===== config.mk =====
export PLATFORM = sky130hd
export DESIGN_NAME = matrix_multiply_int_flat
export DESIGN_NICKNAME = d
export VERILOG_FILES = /design/src/rtl/core/mmi_pkg.sv /design/src/rtl/core/mmi_in_if.sv /design/src/rtl/core/mmi_out_if.sv /design/src/rtl/core/mmi_cfg_if.sv /design/src/rtl/core/mmi_mac.sv /design/src/rtl/core/matrix_multiply_int.sv /design/src/flat_wrapper.sv
export SDC_FILE = /design/constraint.sdc
export NUM_CORES = 2
export LEC_CHECK = 0
export BUFFER_PORTS_ARGS = -buffer_cell sky130_fd_sc_hd__buf_4
export CAP_MARGIN = 10
export CORE_ASPECT_RATIO = 0.6
export CORE_MARGIN = 2
export CORE_UTILIZATION = 63
export CTS_CLUSTER_SIZE = 25
export DETAILED_ROUTE_END_ITERATION = 16
export MAX_ROUTING_LAYER = met4
export PLACE_DENSITY = 0.84
export SYNTH_ARGS = -nofsm -noshare
export SYNTH_HDL_FRONTEND = slang
export SYNTH_SLANG_ARGS = --single-unit

===== constraint.sdc =====
create_clock -name clk_i -period 7.08 [get_ports clk_i]
set_clock_uncertainty 0.2 [all_clocks]
set_input_delay 0.708 -clock clk_i [delete_from_list [all_inputs] [get_ports clk_i]]
set_output_delay 0.708 -clock clk_i [all_outputs]
set_load 0.01 [all_outputs]

===== src/rtl/core/mmi_pkg.sv =====
// Shared widths, register indexes and pipeline tag type of the matrix multiplier.
`default_nettype none
package mmi_pkg;

  localparam int unsigned MAX_DIM_DEF = 8;

  localparam int unsigned ELEM_W    = 16;  // input element
  localparam int unsigned PROD_W    = 36;  // product element
  localparam int unsigned POS_W     = 3;   // out_row / out_col
  localparam int unsigned CFG_W     = 4;   // configuration data
  localparam int unsigned CFG_IDX_W = 4;   // configuration register index

  localparam logic [CFG_IDX_W-1:0] REG_ROWS_FIRST  = 4'd0;
  localparam logic [CFG_IDX_W-1:0] REG_COLS_FIRST  = 4'd1;
  localparam logic [CFG_IDX_W-1:0] REG_ROWS_SECOND = 4'd2;
  localparam logic [CFG_IDX_W-1:0] REG_COLS_SECOND = 4'd3;

  // Travels with each multiply-accumulate step.
  typedef struct packed {
    logic [POS_W-1:0] row;
    logic [POS_W-1:0] col;
    logic             first_k;    // clear accumulator
    logic             last_k;     // sum complete after this step
    logic             last_elem;  // final product element of the run
  } mmi_tag_t;

endpackage
`default_nettype wire


===== src/rtl/core/mmi_in_if.sv =====
// Input element channel.
`default_nettype none
interface mmi_in_if;
  import mmi_pkg::*;

  logic                     valid;
  logic                     ready;
  logic signed [ELEM_W-1:0] element;

  modport source (output valid, output element, input ready);
  modport sink   (input valid, input element, output ready);
endinterface
`default_nettype wire


===== src/rtl/core/mmi_out_if.sv =====
// Product result channel.
`default_nettype none
interface mmi_out_if;
  import mmi_pkg::*;

  logic                     valid;
  logic                     ready;
  logic signed [PROD_W-1:0] product;
  logic [POS_W-1:0]         out_row;
  logic [POS_W-1:0]         out_col;
  logic                     last;
  logic                     not_possible;

  modport source (output valid, output product, output out_row, output out_col,
                  output last, output not_possible, input ready);
  modport sink   (input valid, input product, input out_row, input out_col,
                  input last, input not_possible, output ready);
endinterface
`default_nettype wire


===== src/rtl/core/mmi_cfg_if.sv =====
// Configuration write channel.
`default_nettype none
interface mmi_cfg_if;
  import mmi_pkg::*;

  logic                 valid;
  logic                 ready;
  logic [CFG_IDX_W-1:0] index;
  logic [CFG_W-1:0]     data;

  modport source (output valid, output index, output data, input ready);
  modport sink   (input valid, input index, input data, output ready);
endinterface
`default_nettype wire


===== src/rtl/core/mmi_mac.sv =====
// Multiply-accumulate unit: registered product, then running sum.
`default_nettype none
module mmi_mac (
  input  wire logic                             clk_i,
  input  wire logic                             rst_ni,
  input  wire logic                             en_i,
  input  wire logic                             valid_i,
  input  wire logic signed [mmi_pkg::ELEM_W-1:0] a_i,
  input  wire logic signed [mmi_pkg::ELEM_W-1:0] b_i,
  input  wire mmi_pkg::mmi_tag_t                tag_i,
  output logic                                  valid_o,
  output logic signed [mmi_pkg::PROD_W-1:0]     sum_o,
  output mmi_pkg::mmi_tag_t                     tag_o
);
  import mmi_pkg::*;

  logic                       v_q;
  mmi_tag_t                   tag_q;
  logic signed [2*ELEM_W-1:0] prod_q;
  logic signed [PROD_W-1:0]   acc_q;
  logic signed [PROD_W-1:0]   sum_d;

  always_ff @(posedge clk_i or negedge rst_ni) begin
    if (!rst_ni) begin
      v_q <= 1'b0;
    end else if (en_i) begin
      v_q <= valid_i;
    end
  end

  always_ff @(posedge clk_i) begin
    if (en_i) begin
      tag_q  <= tag_i;
      prod_q <= a_i * b_i;
    end
    if (en_i && v_q) begin
      acc_q <= sum_d;
    end
  end

  // Sign-extended product onto the running sum; restart on the first term.
  assign sum_d = (tag_q.first_k ? PROD_W'(0) : acc_q) + PROD_W'(prod_q);

  assign valid_o = v_q;
  assign sum_o   = sum_d;
  assign tag_o   = tag_q;
endmodule
`default_nettype wire


===== src/rtl/core/matrix_multiply_int.sv =====
// Integer matrix multiplier: load two matrices into memories, then stream the product.
// Loading: one element a cycle while the output register is free; no result while loading.
// Compute: rows_first*cols_second*cols_first MAC steps, one a cycle while the output register
//   is free, through the registered memory reads, the MAC product register and the output register.
// Dimension mismatch: each element gives one not_possible word, same cycle rate as loading.
// Reset: sizes return to 1, load position to the first matrix; stores hold no defined data.
`default_nettype none
module matrix_multiply_int #(
  parameter int unsigned MAX_DIM = mmi_pkg::MAX_DIM_DEF
) (
  input  wire logic  clk_i,
  input  wire logic  rst_ni,
  mmi_in_if.sink     in_i,
  mmi_out_if.source  out_o,
  mmi_cfg_if.sink    cfg_i
);
  import mmi_pkg::*;

  localparam int unsigned DEPTH = MAX_DIM * MAX_DIM;
  localparam int unsigned AW    = (DEPTH > 1) ? $clog2(DEPTH) : 1;   // store address
  localparam int unsigned CW    = $clog2(DEPTH + 1);                 // load count
  localparam int unsigned IW    = (MAX_DIM > 1) ? $clog2(MAX_DIM) : 1; // loop index
  localparam int unsigned DW    = $clog2(MAX_DIM + 1);               // used dimension

  // Sequencer states
  localparam logic [1:0] ST_LOAD  = 2'd0;
  localparam logic [1:0] ST_ISSUE = 2'd1;
  localparam logic [1:0] ST_DRAIN = 2'd2;

  // A zero size counts as one, anything above MAX_DIM as MAX_DIM.
  function automatic logic [DW-1:0] used_dim(input logic [CFG_W-1:0] v);
    logic [DW-1:0] r;
    if (v == CFG_W'(0)) begin
      r = DW'(1);
    end else if (v > CFG_W'(MAX_DIM)) begin
      r = DW'(MAX_DIM);
    end else begin
      r = DW'(v);
    end
    return r;
  endfunction

  // ---------------------------------------------------------------- config
  logic [CFG_W-1:0] rows_first_q, cols_first_q, rows_second_q, cols_second_q;
  logic             cfg_we;
  logic             cfg_hit;

  assign cfg_i.ready = 1'b1;
  assign cfg_we      = cfg_i.valid;

  always_comb begin
    unique case (cfg_i.index)
      REG_ROWS_FIRST, REG_COLS_FIRST, REG_ROWS_SECOND, REG_COLS_SECOND: cfg_hit = 1'b1;
      default: cfg_hit = 1'b0;
    endcase
  end

  always_ff @(posedge clk_i or negedge rst_ni) begin
    if (!rst_ni) begin
      rows_first_q  <= CFG_W'(1);
      cols_first_q  <= CFG_W'(1);
      rows_second_q <= CFG_W'(1);
      cols_second_q <= CFG_W'(1);
    end else if (cfg_we) begin
      unique case (cfg_i.index)
        REG_ROWS_FIRST:  rows_first_q  <= cfg_i.data;
        REG_COLS_FIRST:  cols_first_q  <= cfg_i.data;
        REG_ROWS_SECOND: rows_second_q <= cfg_i.data;
        REG_COLS_SECOND: cols_second_q <= cfg_i.data;
        default: ;  // index beyond the list: ignored
      endcase
    end
  end

  logic [DW-1:0] dim_m, dim_n, dim_p, dim_q;
  logic [CW-1:0] size_first, size_second;
  logic          mismatch;

  assign dim_m       = used_dim(rows_first_q);
  assign dim_n       = used_dim(cols_first_q);
  assign dim_p       = used_dim(rows_second_q);
  assign dim_q       = used_dim(cols_second_q);
  assign size_first  = CW'(dim_m) * CW'(dim_n);
  assign size_second = CW'(dim_p) * CW'(dim_q);
  assign mismatch    = (dim_n != dim_p);

  // ---------------------------------------------------------------- control
  logic [1:0]    state_q, state_d;
  logic [CW-1:0] load_count_q, load_count_d, load_inc;
  logic          loading_second_q, loading_second_d;
  logic [IW-1:0] ci_q, cj_q, ck_q, ci_d, cj_d, ck_d;
  logic          out_valid_q;
  logic          en;          // whole compute pipeline advances
  logic          in_acc;
  logic          ci_end, cj_end, ck_end;
  logic          mac_v;
  mmi_tag_t      mac_tag;
  logic signed [PROD_W-1:0] mac_sum;
  logic          done_word;   // final product word enters the output register

  // Only an occupied output register that is not drained holds things up.
  assign en          = !(out_valid_q && !out_o.ready);
  assign in_i.ready  = (state_q == ST_LOAD) && en;
  assign in_acc      = in_i.valid && in_i.ready;
  assign load_inc    = load_count_q + CW'(1);

  assign ci_end = (DW'(ci_q) == dim_m - DW'(1));
  assign cj_end = (DW'(cj_q) == dim_q - DW'(1));
  assign ck_end = (DW'(ck_q) == dim_n - DW'(1));

  assign done_word = en && mac_v && mac_tag.last_k && mac_tag.last_elem;

  always_comb begin
    state_d          = state_q;
    load_count_d     = load_count_q;
    loading_second_d = loading_second_q;
    ci_d             = ci_q;
    cj_d             = cj_q;
    ck_d             = ck_q;
    unique case (state_q)
      ST_LOAD: begin
        if (in_acc && !mismatch) begin
          if (!loading_second_q) begin
            if (load_inc >= size_first) begin
              load_count_d     = '0;
              loading_second_d = 1'b1;
            end else begin
              load_count_d = load_inc;
            end
          end else if (load_inc >= size_second) begin
            load_count_d     = '0;
            loading_second_d = 1'b0;
            ci_d             = '0;
            cj_d             = '0;
            ck_d             = '0;
            state_d          = ST_ISSUE;
          end else begin
            load_count_d = load_inc;
          end
        end
      end
      ST_ISSUE: begin
        // k innermost, then column, then row
        if (en) begin
          if (!ck_end) begin
            ck_d = ck_q + IW'(1);
          end else begin
            ck_d = '0;
            if (!cj_end) begin
              cj_d = cj_q + IW'(1);
            end else begin
              cj_d = '0;
              if (!ci_end) begin
                ci_d = ci_q + IW'(1);
              end else begin
                state_d = ST_DRAIN;
              end
            end
          end
        end
      end
      ST_DRAIN: begin
        if (done_word) begin
          state_d = ST_LOAD;
        end
      end
      default: state_d = ST_LOAD;
    endcase
    // a write to a size register restarts loading (to be done only while idle; the block does not enforce it)
    if (cfg_we && cfg_hit) begin
      load_count_d     = '0;
      loading_second_d = 1'b0;
    end
  end

  always_ff @(posedge clk_i or negedge rst_ni) begin
    if (!rst_ni) begin
      state_q          <= ST_LOAD;
      load_count_q     <= '0;
      loading_second_q <= 1'b0;
      ci_q             <= '0;
      cj_q             <= '0;
      ck_q             <= '0;
    end else begin
      state_q          <= state_d;
      load_count_q     <= load_count_d;
      loading_second_q <= loading_second_d;
      ci_q             <= ci_d;
      cj_q             <= cj_d;
      ck_q             <= ck_d;
    end
  end

  // ---------------------------------------------------------------- stores
  // Loads and compute reads sit in separate phases, so no forwarding is needed.
  logic signed [ELEM_W-1:0] first_mem  [DEPTH];
  logic signed [ELEM_W-1:0] second_mem [DEPTH];
  logic signed [ELEM_W-1:0] a_rd_q, b_rd_q;
  logic [CW-1:0]            a_lin, b_lin;
  logic [AW-1:0]            a_addr, b_addr, w_addr;
  logic                     we_first, we_second;
  logic                     issue;

  assign we_first  = in_acc && !mismatch && !loading_second_q;
  assign we_second = in_acc && !mismatch && loading_second_q;
  assign w_addr    = AW'(load_count_q);
  assign a_lin     = CW'(ci_q) * CW'(dim_n) + CW'(ck_q);   // i*n + k
  assign b_lin     = CW'(ck_q) * CW'(dim_q) + CW'(cj_q);   // k*q + j
  assign a_addr    = AW'(a_lin);
  assign b_addr    = AW'(b_lin);
  assign issue     = (state_q == ST_ISSUE);

  always_ff @(posedge clk_i) begin
    if (we_first) begin
      first_mem[w_addr] <= in_i.element;
    end
    if (en) begin
      a_rd_q <= first_mem[a_addr];
    end
  end

  always_ff @(posedge clk_i) begin
    if (we_second) begin
      second_mem[w_addr] <= in_i.element;
    end
    if (en) begin
      b_rd_q <= second_mem[b_addr];
    end
  end

  // tag for the word being read this cycle
  logic     rd_v_q;
  mmi_tag_t rd_tag_q, issue_tag;

  always_comb begin
    issue_tag.row       = POS_W'(ci_q);
    issue_tag.col       = POS_W'(cj_q);
    issue_tag.first_k   = (ck_q == '0);
    issue_tag.last_k    = ck_end;
    issue_tag.last_elem = ci_end && cj_end;
  end

  always_ff @(posedge clk_i or negedge rst_ni) begin
    if (!rst_ni) begin
      rd_v_q <= 1'b0;
    end else if (en) begin
      rd_v_q <= issue;
    end
  end

  always_ff @(posedge clk_i) begin
    if (en) begin
      rd_tag_q <= issue_tag;
    end
  end

  mmi_mac u_mac (
    .clk_i   (clk_i),
    .rst_ni  (rst_ni),
    .en_i    (en),
    .valid_i (rd_v_q),
    .a_i     (a_rd_q),
    .b_i     (b_rd_q),
    .tag_i   (rd_tag_q),
    .valid_o (mac_v),
    .sum_o   (mac_sum),
    .tag_o   (mac_tag)
  );

  // ---------------------------------------------------------------- output word
  logic signed [PROD_W-1:0] product_q;
  logic [POS_W-1:0]         row_q, col_q;
  logic                     last_q, np_q;
  logic                     word_load, np_load;

  assign word_load = en && mac_v && mac_tag.last_k;
  assign np_load   = in_acc && mismatch;

  always_ff @(posedge clk_i or negedge rst_ni) begin
    if (!rst_ni) begin
      out_valid_q <= 1'b0;
    end else if (word_load || np_load) begin
      out_valid_q <= 1'b1;
    end else if (out_o.ready) begin
      out_valid_q <= 1'b0;
    end
  end

  always_ff @(posedge clk_i) begin
    if (word_load) begin
      product_q <= mac_sum;
      row_q     <= mac_tag.row;
      col_q     <= mac_tag.col;
      last_q    <= mac_tag.last_elem;
      np_q      <= 1'b0;
    end else if (np_load) begin
      product_q <= '0;
      row_q     <= '0;
      col_q     <= '0;
      last_q    <= 1'b0;
      np_q      <= 1'b1;
    end
  end

  assign out_o.valid        = out_valid_q;
  assign out_o.product      = product_q;
  assign out_o.out_row      = row_q;
  assign out_o.out_col      = col_q;
  assign out_o.last         = last_q;
  assign out_o.not_possible = np_q;

endmodule
`default_nettype wire


===== src/flat_wrapper.sv =====
// flat-port wrapper written by rule: the top's interface ports become plain ports
module matrix_multiply_int_flat import mmi_pkg::*;
#(
  parameter int unsigned MAX_DIM = mmi_pkg::MAX_DIM_DEF
)
  (clk_i, rst_ni, in_i_valid, in_i_element, in_i_ready, out_o_valid, out_o_product, out_o_out_row, out_o_out_col, out_o_last, out_o_not_possible, out_o_ready, cfg_i_valid, cfg_i_index, cfg_i_data, cfg_i_ready);
  mmi_in_if in_i_i ();
  mmi_out_if out_o_i ();
  mmi_cfg_if cfg_i_i ();
  input  wire logic clk_i;
  input  wire logic rst_ni;
  input wire logic [$bits(in_i_i.valid)-1:0] in_i_valid;
  input wire logic [$bits(in_i_i.element)-1:0] in_i_element;
  output wire logic [$bits(in_i_i.ready)-1:0] in_i_ready;
  output wire logic [$bits(out_o_i.valid)-1:0] out_o_valid;
  output wire logic [$bits(out_o_i.product)-1:0] out_o_product;
  output wire logic [$bits(out_o_i.out_row)-1:0] out_o_out_row;
  output wire logic [$bits(out_o_i.out_col)-1:0] out_o_out_col;
  output wire logic [$bits(out_o_i.last)-1:0] out_o_last;
  output wire logic [$bits(out_o_i.not_possible)-1:0] out_o_not_possible;
  input wire logic [$bits(out_o_i.ready)-1:0] out_o_ready;
  input wire logic [$bits(cfg_i_i.valid)-1:0] cfg_i_valid;
  input wire logic [$bits(cfg_i_i.index)-1:0] cfg_i_index;
  input wire logic [$bits(cfg_i_i.data)-1:0] cfg_i_data;
  output wire logic [$bits(cfg_i_i.ready)-1:0] cfg_i_ready;
  assign in_i_i.valid = in_i_valid;
  assign in_i_i.element = in_i_element;
  assign in_i_ready = in_i_i.ready;
  assign out_o_valid = out_o_i.valid;
  assign out_o_product = out_o_i.product;
  assign out_o_out_row = out_o_i.out_row;
  assign out_o_out_col = out_o_i.out_col;
  assign out_o_last = out_o_i.last;
  assign out_o_not_possible = out_o_i.not_possible;
  assign out_o_i.ready = out_o_ready;
  assign cfg_i_i.valid = cfg_i_valid;
  assign cfg_i_i.index = cfg_i_index;
  assign cfg_i_i.data = cfg_i_data;
  assign cfg_i_ready = cfg_i_i.ready;
  matrix_multiply_int #(.MAX_DIM(MAX_DIM)) u_core (.clk_i(clk_i), .rst_ni(rst_ni), .in_i(in_i_i), .out_o(out_o_i), .cfg_i(cfg_i_i));
endmodule

==> results_dict.tcl <==
set metrics [dict create \
    fp.coreArea_mm2 0.156 \
    drc 0 \
    relSlewSlack 0.100 \
    setup_viol 0 \
    die_x_um 517 \
    synthesis.nets 5682 \
    max_freq_mhz 148 \
    netlist_instances 5195 \
    n_fill_cell 9124 \
    fin_tns_setup_ns 0 \
    yosysUniqueCellTypes 80 \
    grt_pass1_wl_mm 373 \
    port_buffers 74 \
    finalHoldViolations 0 \
    async_flop_share 0.0169 \
    clock_path_buffers 3 \
    r2r_start "u_core.b_rd_q[8]$_DFFE_PN_" \
    grt_use_total 0.334 \
    syn_area_per_cell_um2 19.1 \
    worstSetupPathType "flip-flop to flip-flop" \
    ys.flop_type "edfxtp_1" \
    critPathMaxFanout 9 \
    drt_iter0_markers 8695 \
    worstSetupEndpointType "flip-flop" \
    ff2ff_setup_slack_ns 0.32 \
    clockRootBuffer "clkbuf_16" \
    clk_latency_ns 0.85 \
    cts_made_buffers 188 \
    cp-start-kind "flip-flop" \
    crit_arrival_ns 7.14 \
    cts_tree "yes" \
    startpoint "u_core.b_rd_q[8]$_DFFE_PN_" \
    status "complete, no violations" \
    clkTransAtPathRegs_ns 0.07 \
    cp.required_ns 7.45 \
    ant_nets 0 \
    num_vias 52905 \
    post-route-min-period_ns 6.76 \
    die_area_mm2 0.161 \
    wl_per_cell_um 33.0 \
    reg2reg_to "u_core.u_mac.prod_q[30]$_DFFE_PN_" \
    h-tree-depth 4 \
    antenna_found_initial 10 \
    hold_path.class "input port to flip-flop" \
    vias_per_cell 6.83 \
    drive_gt1_frac 0.225 \
    routabilityCongestion 0.904 \
    first_global_vias 53321 \
    synth_seq_cells 2248 \
    yosysWarnings 0 \
    worstHoldStart "in_i_element[13]" \
    place.detailed.hpwl_mm 152 \
    holdWs_ns 0.0505 \
    fin_area_mm2 0.110 \
    syn-cell-area_mm2 0.0993 \
    min_period_over_period 0.955 \
    rsz0062_at_grt "false" \
    placed_cell_area_mm2 0.104 \
    cap_violations 0 \
    drt-pass1-iter-count 8 \
    synth_edf_count 2209 \
    yosysSeqAreaShare 0.678 \
    clkSinkCount 2248 \
    dp.cells 7368 \
    drt-total-wl_mm 255 \
    cp-endpoint "u_core.u_mac.prod_q[30]$_DFFE_PN_" \
    worst_slew_pin_slew_ns 1.35 \
    cts_resized 0 \
    layout.nets 5969 \
    reg2reg_depth 21 \
    grt_max_degree 125 \
    final_cell_mix "2209 x edfxtp_1, 640 x mux4_2, 352 x inv_1" \
    die_h_um 312 \
    finalNonFillerCells 7745 \
    initial_core_util 0.637 \
    row_count 112 \
    drv_slew 0 \
    io-pin-count 76 \
    area_growth_syn_to_layout_pct 10.5 \
    grt_overflow 0 \
    layout_commonest_cell "edfxtp_1" \
]
[sequential cells by signal, summed over array words and instances (netlist names), 4 cells and up]
name,cells
u_core.cols_second_q,4
u_core.a_rd_q,16
u_core.first_mem,1024
u_core.u_mac.tag_o,9
u_core.rd_tag_q,9
u_core.rows_second_q,4
u_core.out_o.product,36
u_core.b_rd_q,16
u_core.rows_first_q,4
u_core.u_mac.prod_q,32
u_core.second_mem,1024
u_core.u_mac.acc_q,36
u_core.load_count_q,7
u_core.cols_first_q,4
[cell type report]
cell class / instances / area, µm² / area share
Tap cell: 2109 / 2640 / 0.0240
Clock buffer: 250 / 4970 / 0.0453
Clock inverter: 86 / 907 / 0.00826
Timing Repair Buffer: 323 / 2760 / 0.0251
Sequential cell: 2248 / 67300 / 0.613
Multi-Input combinational cell: 2367 / 29800 / 0.272
Inverter: 354 / 1330 / 0.0121
Antenna cell: 8 / 20.0 / 0.000182
[kinds of logic (layout without fill, tap and decap cells)]
group | count (synthesis) | count (layout) | synth area share
multiplexers | 692 | 692 | 0.151
AND/OR/NAND/NOR | 815 | 815 | 0.0404
adder cells (fa/ha/maj) | 458 | 458 | 0.0788
flip-flops | 2248 | 2248 | 0.678
XOR/XNOR | 97 | 97 | 0.00871
AO/OA/AOI/OAI | 304 | 304 | 0.0204
buffers and inverters | 580 | 1013 | 0.0233
other | 1 | 9 | 0.0000378
[layer usage]
metal,routed length (µm),share of wire,global-route usage
met5,0,0,-
met4,6830,0.027,0.0860
met3,35300,0.14,0.0881
met2,116000,0.45,0.473
met1,97500,0.38,0.492
[worst max-delay path, cell delays in order (launching register included)]
cell	delay (ns)
edfxtp_1	0.64
buf_4	0.26
nand2_1	0.09
fa_1	0.51
inv_1	0.05
fa_1	0.48
fa_1	0.59
fa_1	0.47
fa_1	0.50
inv_1	0.05
fa_1	0.49
inv_1	0.04
ha_1	0.35
nand2_1	0.09
o21ai_0	0.12
o41ai_1	0.31
nand3_1	0.26
o21ai_0	0.38
nand3_1	0.17
a21o_1	0.19
a21oi_1	0.18
xnor2_1	0.09
[repair_timing]
item / in CTS / in global routing
hold buffers: 8 / 0
setup endpoints to repair: 0 / 1
endpoints found under the hold margin: 67 / 0
buffers inserted: 0 / 22
[worst min path at each step]
stage / end / cells after the start
2_1_floorplan: u_core.u_mac.tag_o[0]$_DFFE_PN_ / 0
5_1_grt: u_core.first_mem[44][13]$_DFFE_PP_ / 1
4_1_cts: u_core.first_mem[44][13]$_DFFE_PP_ / 1
3_3_place_gp: u_core.u_mac.tag_o[0]$_DFFE_PN_ / 0
6_report: u_core.first_mem[44][13]$_DFFE_PP_ / 1
3_5_place_dp: u_core.u_mac.tag_o[3]$_DFFE_PN_ / 0
[cells in the mapped netlist (3+ instances only)]
cell | n | area share
a21boi_0 | 3 | 0.00023
buf_1 | 7 | 0.00026
mux2i_1 | 36 | 0.0036
inv_1 | 353 | 0.013
o21ai_1 | 6 | 0.00030
nand4_1 | 7 | 0.00044
a21oi_1 | 98 | 0.0049
nor2b_1 | 85 | 0.0054
xnor2_1 | 64 | 0.0056
or2_2 | 4 | 0.00025
a21o_1 | 44 | 0.0033
edfxtp_1 | 2209 | 0.67
a22o_1 | 5 | 0.00044
o21ai_0 | 42 | 0.0021
and3_1 | 7 | 0.00044
buf_4 | 15 | 0.0011
a211oi_1 | 44 | 0.0033
o211ai_1 | 9 | 0.00068
dfrtp_1 | 34 | 0.0086
a31oi_1 | 6 | 0.00038
nand2b_1 | 28 | 0.0018
o31a_1 | 3 | 0.00026
or3_1 | 9 | 0.00057
ha_1 | 179 | 0.023
a211o_1 | 3 | 0.00026
nand2_1 | 198 | 0.0075
dfstp_2 | 4 | 0.0011
nor4_1 | 3 | 0.00019
mux4_2 | 640 | 0.15
xor2_1 | 31 | 0.0027
clkbuf_1 | 145 | 0.0055
fa_1 | 279 | 0.056
buf_2 | 58 | 0.0029
o21bai_1 | 8 | 0.00060
and2_1 | 191 | 0.012
o21a_1 | 5 | 0.00038
nand3_1 | 28 | 0.0014
nor3_1 | 18 | 0.00091
mux2_2 | 16 | 0.0018
nor2_1 | 222 | 0.0084
[metrics by stage]
| stage | util | setup slack [ns] |
|---|---|---|
| after detailed placement | 0.664 | 0.355 |
| after global routing | 0.704 | 0.00152 |
| after floorplan | - | 0.930 |
| after CTS | 0.702 | 0.330 |
| final | 0.704 | 0.317 |
| after global placement | 0.664 | 0.475 |
Power is left out: the tool's default activity adds up to more than one toggle a clock period on the data nets, which glitch-free logic cannot reach.
